### config.mk
export PLATFORM = sky130hd
export DESIGN_NAME = scalar_kalman_filter_flat
export DESIGN_NICKNAME = d
export VERILOG_FILES = /design/src/rtl/skf_pkg.sv /design/src/rtl/skf_sample_if.sv /design/src/rtl/skf_result_if.sv /design/src/rtl/skf_datapath.sv /design/src/rtl/scalar_kalman_filter.sv /design/src/flat_wrapper.sv
export SDC_FILE = /design/constraint.sdc
export NUM_CORES = 2
export LEC_CHECK = 0
export CAP_MARGIN = 20
export CORE_MARGIN = 1
export CORE_UTILIZATION = 55
export DETAILED_ROUTE_END_ITERATION = 12
export DONT_BUFFER_PORTS = 1
export PLACE_DENSITY = 0.7
export SYNTH_ARGS = -nofsm -noshare
export SYNTH_HDL_FRONTEND = slang
export SYNTH_SLANG_ARGS = --single-unit
### constraint.sdc
create_clock -name clk -period 16.4 [get_ports clk]
set_clock_uncertainty 0.2 [all_clocks]
set_input_delay 1.64 -clock clk [delete_from_list [all_inputs] [get_ports clk]]
set_output_delay 1.64 -clock clk [all_outputs]
set_load 0.03 [all_outputs]
### src/rtl/skf_pkg.sv
// Shared types, constants and the control store of the scalar Kalman filter.
package skf_pkg;

	localparam int SampleW = 12;
	localparam int EstW    = 28;
	localparam int VarW    = 32;
	localparam int GainW   = 31;
	localparam int DenW    = VarW + 1;
	localparam int RemW    = DenW + 1;
	localparam int ProdW   = GainW + VarW;
	localparam int FracW   = 30;
	localparam int CntW    = 5;
	localparam int CfgIdxW = 2;

	localparam logic [GainW-1:0] OneQ30    = GainW'(1) << FracW;
	localparam logic [CntW-1:0]  DivFirst  = CntW'(FracW);

	// Register indexes of the configuration port
	localparam logic [CfgIdxW-1:0] RegProcessNoise     = 2'd0;
	localparam logic [CfgIdxW-1:0] RegMeasurementNoise = 2'd1;
	localparam logic [CfgIdxW-1:0] RegInitialVariance  = 2'd2;
	localparam logic [CfgIdxW-1:0] RegInitialEstimate  = 2'd3;

	// Reset values of the configuration registers
	localparam logic [VarW-1:0] ProcessNoiseRst     = 32'd107374;
	localparam logic [VarW-1:0] MeasurementNoiseRst = 32'd268435456;
	localparam logic [VarW-1:0] InitialVarianceRst  = 32'd1073741824;
	localparam logic [EstW-1:0] InitialEstimateRst  = 28'd1310720;

	// Datapath operations
	typedef enum logic [3:0] {
		OP_NOP,
		OP_LOAD,
		OP_ADDQ,
		OP_DEN,
		OP_DIV,
		OP_INV,
		OP_MUL_KS,
		OP_MUL_IX,
		OP_MUL_IP,
		OP_WB
	} dp_op_t;

	// Jump conditions of a control word
	typedef enum logic [1:0] {
		COND_NEXT,
		COND_ALWAYS,
		COND_LOOP
	} cond_t;

	// Handshake a step waits on before it executes
	typedef enum logic [1:0] {
		GATE_NONE,
		GATE_IN,
		GATE_OUT
	} gate_t;

	// Program steps
	typedef enum logic [3:0] {
		ST_IDLE,
		ST_ADDQ,
		ST_DEN,
		ST_DIV,
		ST_INV,
		ST_MUL_KS,
		ST_MUL_IX,
		ST_MUL_IP,
		ST_WB
	} step_t;

	typedef struct packed {
		dp_op_t op;
		cond_t  cond;
		gate_t  gate;
		step_t  target;
	} ctrl_word_t;

	typedef struct packed {
		dp_op_t op;
		logic   fire;
	} dp_ctrl_t;

	typedef struct packed {
		logic            cnt_zero;
		logic [EstW-1:0] acc;
	} dp_stat_t;

	typedef struct packed {
		logic [VarW-1:0] process_noise;
		logic [VarW-1:0] measurement_noise;
		logic            load_p;
		logic [VarW-1:0] p_value;
		logic            load_x;
		logic [EstW-1:0] x_value;
	} dp_cfg_t;

	// Control store: one word per step
	function automatic ctrl_word_t ucode(input step_t step);
		ctrl_word_t w;
		w = '{op: OP_NOP, cond: COND_NEXT, gate: GATE_NONE, target: ST_IDLE};
		case (step)
			ST_IDLE:   w = '{op: OP_LOAD,   cond: COND_NEXT,   gate: GATE_IN,   target: ST_IDLE};
			ST_ADDQ:   w = '{op: OP_ADDQ,   cond: COND_NEXT,   gate: GATE_NONE, target: ST_IDLE};
			ST_DEN:    w = '{op: OP_DEN,    cond: COND_NEXT,   gate: GATE_NONE, target: ST_IDLE};
			ST_DIV:    w = '{op: OP_DIV,    cond: COND_LOOP,   gate: GATE_NONE, target: ST_DIV};
			ST_INV:    w = '{op: OP_INV,    cond: COND_NEXT,   gate: GATE_NONE, target: ST_IDLE};
			ST_MUL_KS: w = '{op: OP_MUL_KS, cond: COND_NEXT,   gate: GATE_NONE, target: ST_IDLE};
			ST_MUL_IX: w = '{op: OP_MUL_IX, cond: COND_NEXT,   gate: GATE_NONE, target: ST_IDLE};
			ST_MUL_IP: w = '{op: OP_MUL_IP, cond: COND_NEXT,   gate: GATE_NONE, target: ST_IDLE};
			ST_WB:     w = '{op: OP_WB,     cond: COND_ALWAYS, gate: GATE_OUT,  target: ST_IDLE};
			default:   w = '{op: OP_NOP,    cond: COND_ALWAYS, gate: GATE_NONE, target: ST_IDLE};
		endcase
		return w;
	endfunction

endpackage

### src/rtl/skf_sample_if.sv
// Input channel carrying one ADC sample per item.
interface skf_sample_if;
	import skf_pkg::*;
	logic               valid;
	logic               ready;
	logic [SampleW-1:0] sample;

	modport source (output valid, output sample, input ready);
	modport sink (input valid, input sample, output ready);
endinterface

### src/rtl/skf_result_if.sv
// Output channel carrying one filtered estimate per item.
interface skf_result_if;
	import skf_pkg::*;
	logic               valid;
	logic               ready;
	logic [EstW-1:0]    estimate_fixed;
	logic [SampleW-1:0] estimate_whole;

	modport source (output valid, output estimate_fixed, output estimate_whole, input ready);
	modport sink (input valid, input estimate_fixed, input estimate_whole, output ready);
endinterface

### src/rtl/skf_datapath.sv
// Filter datapath: state, restoring divider and one shared multiplier.
module skf_datapath
	import skf_pkg::*;
(
	input  logic               clk,
	input  logic               arst_n,
	input  dp_ctrl_t           ctrl,
	input  dp_cfg_t            cfg,
	input  logic [SampleW-1:0] sample,
	output dp_stat_t           stat
);

	logic [VarW-1:0]    p_q;
	logic [EstW-1:0]    x_q;
	logic [SampleW-1:0] sample_q;
	logic [VarW-1:0]    p1_q;
	logic [DenW-1:0]    den_q;
	logic [RemW-1:0]    rem_q;
	logic [GainW-1:0]   quo_q;
	logic [CntW-1:0]    cnt_q;
	logic [GainW-1:0]   gain_q;
	logic [GainW-1:0]   inv_q;
	logic [ProdW-1:0]   prod_q;
	logic [EstW-1:0]    acc_q;

	logic [VarW:0]      p_sum;
	logic [VarW-1:0]    p1_next;
	logic               in_bit;
	logic [RemW-1:0]    trial;
	logic               fits;
	logic [GainW-1:0]   gain_next;
	logic [GainW-1:0]   mul_a;
	logic [VarW-1:0]    mul_b;
	logic [ProdW-1:0]   prod;
	logic [EstW:0]      acc_sum;

	// Saturating add of the process noise
	assign p_sum   = {1'b0, p_q} + {1'b0, cfg.process_noise};
	assign p1_next = p_sum[VarW] ? {VarW{1'b1}} : p_sum[VarW-1:0];

	// One restoring division step: the numerator is P1 shifted up by the fraction width
	assign in_bit = (cnt_q == DivFirst) ? p1_q[0] : 1'b0;
	assign trial  = {rem_q[RemW-2:0], in_bit};
	assign fits   = trial >= {1'b0, den_q};

	// Gain is zero when the denominator is zero
	assign gain_next = (den_q == '0) ? '0 : quo_q;

	// Shared multiplier operands
	always_comb begin
		mul_a = gain_q;
		mul_b = VarW'(sample_q);
		case (ctrl.op)
			OP_MUL_IX: begin
				mul_a = inv_q;
				mul_b = VarW'(x_q);
			end
			OP_MUL_IP: begin
				mul_a = inv_q;
				mul_b = p1_q;
			end
			default: begin
				mul_a = gain_q;
				mul_b = VarW'(sample_q);
			end
		endcase
	end

	assign prod    = ProdW'(mul_a) * ProdW'(mul_b);
	assign acc_sum = {1'b0, acc_q} + {1'b0, prod_q[FracW+EstW-1:FracW]};

	// Filter state: preload from configuration, update on write-back
	always_ff @(posedge clk or negedge arst_n) begin
		if (!arst_n) begin
			p_q <= InitialVarianceRst;
			x_q <= InitialEstimateRst;
		end else begin
			if (cfg.load_p) begin
				p_q <= cfg.p_value;
			end else if (ctrl.fire && ctrl.op == OP_WB) begin
				p_q <= prod_q[FracW+VarW-1:FracW];
			end
			if (cfg.load_x) begin
				x_q <= cfg.x_value;
			end else if (ctrl.fire && ctrl.op == OP_WB) begin
				x_q <= acc_q;
			end
		end
	end

	// Division step counter
	always_ff @(posedge clk or negedge arst_n) begin
		if (!arst_n) begin
			cnt_q <= '0;
		end else if (ctrl.fire) begin
			case (ctrl.op)
				OP_DEN:  cnt_q <= DivFirst;
				OP_DIV:  cnt_q <= cnt_q - CntW'(1);
				default: cnt_q <= cnt_q;
			endcase
		end
	end

	// Working registers
	always_ff @(posedge clk) begin
		if (ctrl.fire) begin
			case (ctrl.op)
				OP_LOAD: sample_q <= sample;
				OP_ADDQ: p1_q <= p1_next;
				OP_DEN: begin
					den_q <= {1'b0, p1_q} + {1'b0, cfg.measurement_noise};
					rem_q <= RemW'(p1_q[VarW-1:1]);
					quo_q <= '0;
				end
				OP_DIV: begin
					rem_q <= fits ? (trial - {1'b0, den_q}) : trial;
					quo_q <= {quo_q[GainW-2:0], fits};
				end
				OP_INV: begin
					gain_q <= gain_next;
					inv_q  <= OneQ30 - gain_next;
				end
				OP_MUL_KS: prod_q <= prod;
				OP_MUL_IX: begin
					// gain * sample, scaled from Q1.30 times integer to Q12.16
					acc_q  <= prod_q[FracW+SampleW-1:FracW+SampleW-EstW];
					prod_q <= prod;
				end
				OP_MUL_IP: begin
					acc_q  <= acc_sum[EstW] ? {EstW{1'b1}} : acc_sum[EstW-1:0];
					prod_q <= prod;
				end
				default: begin
				end
			endcase
		end
	end

	assign stat.cnt_zero = (cnt_q == '0);
	assign stat.acc      = acc_q;

endmodule

### src/rtl/scalar_kalman_filter.sv
// Top level of the scalar Kalman filter: configuration, sequencer and result register.
//
//  channel     dir  handshake            payload
//  sample_ch   in   valid / ready        sample[11:0]
//  result_ch   out  valid / ready        estimate_fixed[27:0], estimate_whole[11:0]
//  cfg         in   cfg_we               cfg_index[1:0], cfg_data[31:0]
//
// A result becomes valid once its accepted item has passed the add step, the
// denominator step, the steps of the restoring gain divider, the gain step and
// the gain-times-sample, inverse-times-estimate and inverse-times-variance steps
// that share one multiplier, and then write-back.
// A new item is taken the cycle after write-back, while the last result still waits.
// Reset loads the configuration registers and the filter state with their defaults at once.
// A stalled result holds the sequencer at write-back until the register frees up.
module scalar_kalman_filter
	import skf_pkg::*;
(
	input  logic               clk,
	input  logic               arst_n,
	skf_sample_if.sink         sample_ch,
	skf_result_if.source       result_ch,
	input  logic               cfg_we,
	input  logic [CfgIdxW-1:0] cfg_index,
	input  logic [VarW-1:0]    cfg_data
);

	logic [VarW-1:0] process_noise_q;
	logic [VarW-1:0] measurement_noise_q;
	logic [VarW-1:0] initial_variance_q;
	logic [EstW-1:0] initial_estimate_q;

	step_t           step_q;
	ctrl_word_t      cw;
	logic            out_valid_q;
	logic [EstW-1:0] out_est_q;
	logic            out_free;
	logic            fire;
	logic            jump;
	dp_ctrl_t        dp_ctrl;
	dp_cfg_t         dp_cfg;
	dp_stat_t        dp_stat;

	// Configuration registers
	always_ff @(posedge clk or negedge arst_n) begin
		if (!arst_n) begin
			process_noise_q     <= ProcessNoiseRst;
			measurement_noise_q <= MeasurementNoiseRst;
			initial_variance_q  <= InitialVarianceRst;
			initial_estimate_q  <= InitialEstimateRst;
		end else if (cfg_we) begin
			case (cfg_index)
				RegProcessNoise:     process_noise_q     <= cfg_data;
				RegMeasurementNoise: measurement_noise_q <= cfg_data;
				RegInitialVariance:  initial_variance_q  <= cfg_data;
				RegInitialEstimate:  initial_estimate_q  <= cfg_data[EstW-1:0];
				default: begin
				end
			endcase
		end
	end

	// Preload state together with a write to an initial register
	assign dp_cfg.process_noise     = process_noise_q;
	assign dp_cfg.measurement_noise = measurement_noise_q;
	assign dp_cfg.load_p  = cfg_we && (cfg_index == RegInitialVariance);
	assign dp_cfg.p_value = cfg_data;
	assign dp_cfg.load_x  = cfg_we && (cfg_index == RegInitialEstimate);
	assign dp_cfg.x_value = cfg_data[EstW-1:0];

	// Decode the current control word and its gate
	assign cw       = ucode(step_q);
	assign out_free = !out_valid_q || result_ch.ready;

	always_comb begin
		case (cw.gate)
			GATE_IN:  fire = sample_ch.valid;
			GATE_OUT: fire = out_free;
			default:  fire = 1'b1;
		endcase
	end

	always_comb begin
		case (cw.cond)
			COND_ALWAYS: jump = 1'b1;
			COND_LOOP:   jump = !dp_stat.cnt_zero;
			default:     jump = 1'b0;
		endcase
	end

	assign dp_ctrl.op   = cw.op;
	assign dp_ctrl.fire = fire;

	// Step counter: hold while gated, advance or jump
	always_ff @(posedge clk or negedge arst_n) begin
		if (!arst_n) begin
			step_q <= ST_IDLE;
		end else if (fire) begin
			step_q <= jump ? cw.target : step_t'(step_q + 4'd1);
		end
	end

	// Result register
	always_ff @(posedge clk or negedge arst_n) begin
		if (!arst_n) begin
			out_valid_q <= 1'b0;
		end else if (fire && cw.op == OP_WB) begin
			out_valid_q <= 1'b1;
		end else if (result_ch.ready) begin
			out_valid_q <= 1'b0;
		end
	end

	always_ff @(posedge clk) begin
		if (fire && cw.op == OP_WB) begin
			out_est_q <= dp_stat.acc;
		end
	end

	skf_datapath u_datapath (
		.clk    (clk),
		.arst_n (arst_n),
		.ctrl   (dp_ctrl),
		.cfg    (dp_cfg),
		.sample (sample_ch.sample),
		.stat   (dp_stat)
	);

	assign sample_ch.ready          = (cw.gate == GATE_IN);
	assign result_ch.valid          = out_valid_q;
	assign result_ch.estimate_fixed = out_est_q;
	assign result_ch.estimate_whole = out_est_q[EstW-1:EstW-SampleW];

	// A result appears only out of the write-back step
	a_valid_from_wb: assert property (@(posedge clk) disable iff (!arst_n)
		$rose(out_valid_q) |-> $past(step_q) == ST_WB)
		else $error("result valid rose outside write-back");

	// An accepted item starts the program
	a_accept_starts: assert property (@(posedge clk) disable iff (!arst_n)
		(sample_ch.valid && sample_ch.ready) |=> step_q == ST_ADDQ)
		else $error("accepted item did not start the sequence");

	// A blocked write-back holds its step
	a_wb_holds: assert property (@(posedge clk) disable iff (!arst_n)
		(step_q == ST_WB && !out_free) |=> step_q == ST_WB)
		else $error("write-back left while result register was full");

endmodule

### src/flat_wrapper.sv
// flat-port wrapper written by rule: the top's interface ports become plain ports
module scalar_kalman_filter_flat import skf_pkg::*;
  (clk, arst_n, cfg_we, cfg_index, cfg_data, sample_ch_valid, sample_ch_sample, sample_ch_ready, result_ch_valid, result_ch_estimate_fixed, result_ch_estimate_whole, result_ch_ready);
  skf_sample_if sample_ch_i ();
  skf_result_if result_ch_i ();
  input  logic clk;
  input  logic arst_n;
  input  logic cfg_we;
  input  logic [CfgIdxW-1:0] cfg_index;
  input  logic [VarW-1:0] cfg_data;
  input wire logic [$bits(sample_ch_i.valid)-1:0] sample_ch_valid;
  input wire logic [$bits(sample_ch_i.sample)-1:0] sample_ch_sample;
  output wire logic [$bits(sample_ch_i.ready)-1:0] sample_ch_ready;
  output wire logic [$bits(result_ch_i.valid)-1:0] result_ch_valid;
  output wire logic [$bits(result_ch_i.estimate_fixed)-1:0] result_ch_estimate_fixed;
  output wire logic [$bits(result_ch_i.estimate_whole)-1:0] result_ch_estimate_whole;
  input wire logic [$bits(result_ch_i.ready)-1:0] result_ch_ready;
  assign sample_ch_i.valid = sample_ch_valid;
  assign sample_ch_i.sample = sample_ch_sample;
  assign sample_ch_ready = sample_ch_i.ready;
  assign result_ch_valid = result_ch_i.valid;
  assign result_ch_estimate_fixed = result_ch_i.estimate_fixed;
  assign result_ch_estimate_whole = result_ch_i.estimate_whole;
  assign result_ch_i.ready = result_ch_ready;
  scalar_kalman_filter u_core (.clk(clk), .arst_n(arst_n), .sample_ch(sample_ch_i), .result_ch(result_ch_i), .cfg_we(cfg_we), .cfg_index(cfg_index), .cfg_data(cfg_data));
endmodule
==> Implementation_results.wiki <==
{| class="wikitable"
! Metric !! Value
|-
| Fraction of the yosys area taken by sequential cells || 0.2296
|-
| HPWL reported at the end of detailed placement || 132800 um
|-
| Routability Congestion || 1.017
|-
| Clock insertion delay at the later pin of the skew report || 580 ps
|-
| Leading cell type by number of instances after synthesis || sky130_fd_sc_hd__inv_1
|-
| Drt first-iter violations || 4282
|-
| R2R depth || 33
|-
| Placeable Area || 98420 um2
|-
| Data arrival time of the critical path || 12230 ps
|-
| Global-route total usage across every layer || 0.3545
|-
| Clock Sink Count || 440
|-
| Number of unique standard cell types used by synthesis || 90
|-
| Worst path buffer plus inverter count || 8
|-
| Part of the cycle the worst path needs || 0.7383
|-
| Wire per inst || 25.02 um
|-
| Cell type with the highest occurrence count on the critical path || sky130_fd_sc_hd__fa_1
|-
| R2r endpoint || u_core.u_datapath.prod_q[58]
|-
| HP Start || u_core.u_datapath.acc_q[11]
|-
| Fmax || 82.59 MHz
|-
| Cell type with the largest total area after synthesis || sky130_fd_sc_hd__fa_1
|-
| Post-detailed-route DRC marker count || 0
|-
| Chip Height || 317.4 um
|-
| Synth top area cells || sky130_fd_sc_hd__fa_1 32%, sky130_fd_sc_hd__edfxtp_1 17%, sky130_fd_sc_hd__ha_1 8.7%, sky130_fd_sc_hd__inv_1 6.0%, sky130_fd_sc_hd__dfrtp_1 5.5%
|-
| Layout net count || 6897
|-
| Number of cells produced by synthesis || 5699
|-
| Count of cells along the worst hold path || 0
|-
| Largest net degree at the start of global routing || 135
|-
| Final Critical Period || 12110 ps
|-
| Class of the tightest hold or removal check || reg2reg
|-
| Startpoint-to-endpoint class of the critical path || reg2reg
|-
| Longest Clk Path Bufs || 3
|-
| Number of logic stages on the critical path including buffering || 33
|-
| Number of fillers in the final layout || 8446
|-
| Overflow after GRT || 0
|-
| Clock Pin Slew Worst Setup and Hold Paths || 60 ps
|-
| Worst flop-to-flop path startpoint || u_core.step_q[0]
|-
| Gate family responsible for the most delay along the worst path || adder cells
|-
| Worst hold path endpoint || u_core.result_ch.estimate_fixed[11]
|-
| CTS tree || done
|-
| Relative max-transition margin || 0.1556
|-
| Initial DRT Pass Iterations || 5
|-
| Netlist area before placement || 54700 um2
|-
| Antenna violations before repair || 17
|-
| H-tree level count || 2
|-
| Synthesized flop and latch total || 440
|-
| Residual antenna-violating net count after detailed routing || 0
|-
| Die Outline Area || 100700 um2
|-
| Total of endpoints with negative setup slack in the final report || 0
|-
| Yosys top cell area share || 0.3177
|-
| Worst-margin pin slew || 1266 ps
|-
| Crit path launch type || flip-flop
|-
| Effective utilization at floorplan || 0.5558
|-
| Primary FF master, synth || sky130_fd_sc_hd__edfxtp_1
|-
| Sum of negative setup slack || 0 ps
|-
| I/O pins || 93
|-
| Via count of the first global-routing pass || 42270
|-
| Row cnt || 115
|-
| Slowest CP cell || sky130_fd_sc_hd__a211oi_1
|-
| Required arrival time at the worst endpoint || 16520 ps
|-
| Clock root buffer || sky130_fd_sc_hd__clkbuf_16
|-
| Status || complete, no violations
|-
| Aggregate routed wire length || 173500 um
|-
| Overall die width || 317.4 um
|-
| Origin of the worst setup path || u_core.step_q[0]
|-
| Max-slew violation count || 0
|-
| Fraction of synthesis flops using an asynchronous set or reset pin || 0.3045
|-
| Area growth, synth to finish || 5.741%
|-
| Number of buffers added on ports || 0
|-
| List of most frequent post-synthesis cells || 881 x sky130_fd_sc_hd__inv_1, 868 x sky130_fd_sc_hd__fa_1, 725 x sky130_fd_sc_hd__nor2_1
|-
| Number of synthesis warnings || 0
|-
| Internal reg-to-reg setup slack || 4290 ps
|-
| Nature of the critical path endpoint || flip-flop
|-
| Wire length of the first global-routing pass || 261900 um
|-
| Average cell area after synthesis || 9.598 um2
|-
| Setup repair after global routing missed its margin || no
|-
| Setup repair bufs after CTS || 0
|-
| Via count of the routed design || 41840
|-
| Via count normalized by instance count || 6.034
|-
| Cts bufs inserted || 45
|-
| CTS Hold Bufs || 0
|-
| Post-Synthesis Net Count || 6998
|-
| Number of flops mapped to enable cells by yosys || 306
|-
| Final hold viol count || 0
|-
| # Max-Cap Violations || 0
|-
| Count of cells resized by post-cts repair || 0
|-
| Highest fanout seen on the critical path || 57
|-
| Layout cell share with drive strength beyond 1 || 0.05982
|-
| Critical Path Max Stage Delay || 900 ps
|}
==> cells by family (layout without fill, tap and decap cells) <==
logic type / after synthesis / count (layout) / synth area share
AND/OR/NAND/NOR: 1805 / 1805 / 0.1418
adder cells (fa/ha/maj): 1248 / 1248 / 0.4046
buffers and inverters: 1146 / 1081 / 0.08013
AO/OA/AOI/OAI: 736 / 736 / 0.08690
flip-flops: 440 / 440 / 0.2296
XOR/XNOR: 167 / 167 / 0.02674
multiplexers: 157 / 157 / 0.03022
other: 0 / 13 / 0
==> flip-flops by register name, summed over array words and instances, names as in the netlist <==
| name | cells |
|---|---|
| u_core.u_datapath.prod_q | 48 |
| u_core.u_datapath.den_q | 33 |
| u_core.u_datapath.rem_q | 33 |
| u_core.measurement_noise_q | 32 |
| u_core.process_noise_q | 32 |
| u_core.u_datapath.p1_q | 32 |
| u_core.u_datapath.p_q | 32 |
| u_core.u_datapath.gain_q | 31 |
| u_core.u_datapath.quo_q | 31 |
| u_core.u_datapath.inv_q | 30 |
| u_core.result_ch.estimate_fixed | 28 |
| u_core.u_datapath.acc_q | 28 |
| u_core.u_datapath.x_q | 28 |
| u_core.u_datapath.sample_q | 12 |
| u_core.u_datapath.cnt_q | 5 |
| u_core.step_q | 4 |
| u_core.result_ch.valid | 1 |
==> per-stage QoR <==
step	util	hold slack, ps	area [um2]	std cells	setup slack (ps)
after floorplan	-	254.0	54700	5699	6668
after global placement	0.5728	274.5	56370	6834	4692
after detailed placement	0.5728	273.2	56370	6834	4497
after CTS	0.5867	282.6	57740	6917	4428
after global routing	0.5875	308.6	57820	6924	3772
final	0.5877	282.4	57840	6934	4291
==> cells in the final DEF (no fill, tap or decap), drive strengths merged, types with 66 or more instances in the layout <==
cell type | Yosys | layout
inv | 881 | 882
fa | 868 | 868
nor2 | 725 | 725
nand2 | 669 | 669
ha | 380 | 380
edfxtp | 306 | 306
a21oi | 256 | 256
o21ai | 151 | 151
dfrtp | 120 | 120
buf | 34 | 117
and2 | 99 | 99
mux2i | 92 | 92
xnor2 | 91 | 91
a21o | 84 | 84
xor2 | 76 | 76
clkbuf | 231 | 66
==> routing by layer <==
metal	wire length, um	vias up	track usage
met5	38	-	0
met4	9003	6	0.1548
met3	19790	459	0.08869
met2	78040	2164	0.5484
met1	66610	21170	0.4745
li1	-	18040	-
==> cell type report <==
type,count,area [um2],area share
inverter,881,3307,0.05717
sequential,440,12560,0.2171
antenna,13,32.53,0.0005624
tap,1287,1610,0.02784
clock inverter,17,108.9,0.001882
timing repair buffer,117,918.4,0.01588
multi-input combinational,4113,38050,0.6578
clock buffer,66,1257,0.02174
==> worst max-delay path by stage <==
stage / endpoint / slack (ps)
final: u_core.u_datapath.prod_q[58] / 4290
after global routing: u_core.u_datapath.prod_q[58] / 3770
after CTS: u_core.u_datapath.prod_q[58] / 4430
after detailed placement: u_core.u_datapath.prod_q[58] / 4500
after global placement: u_core.u_datapath.prod_q[58] / 4690
after floorplan: u_core.u_datapath.prod_q[58] / 6670
Power is left out: the tool's default activity adds up to more than one toggle a clock period on the data nets, which glitch-free logic cannot reach.
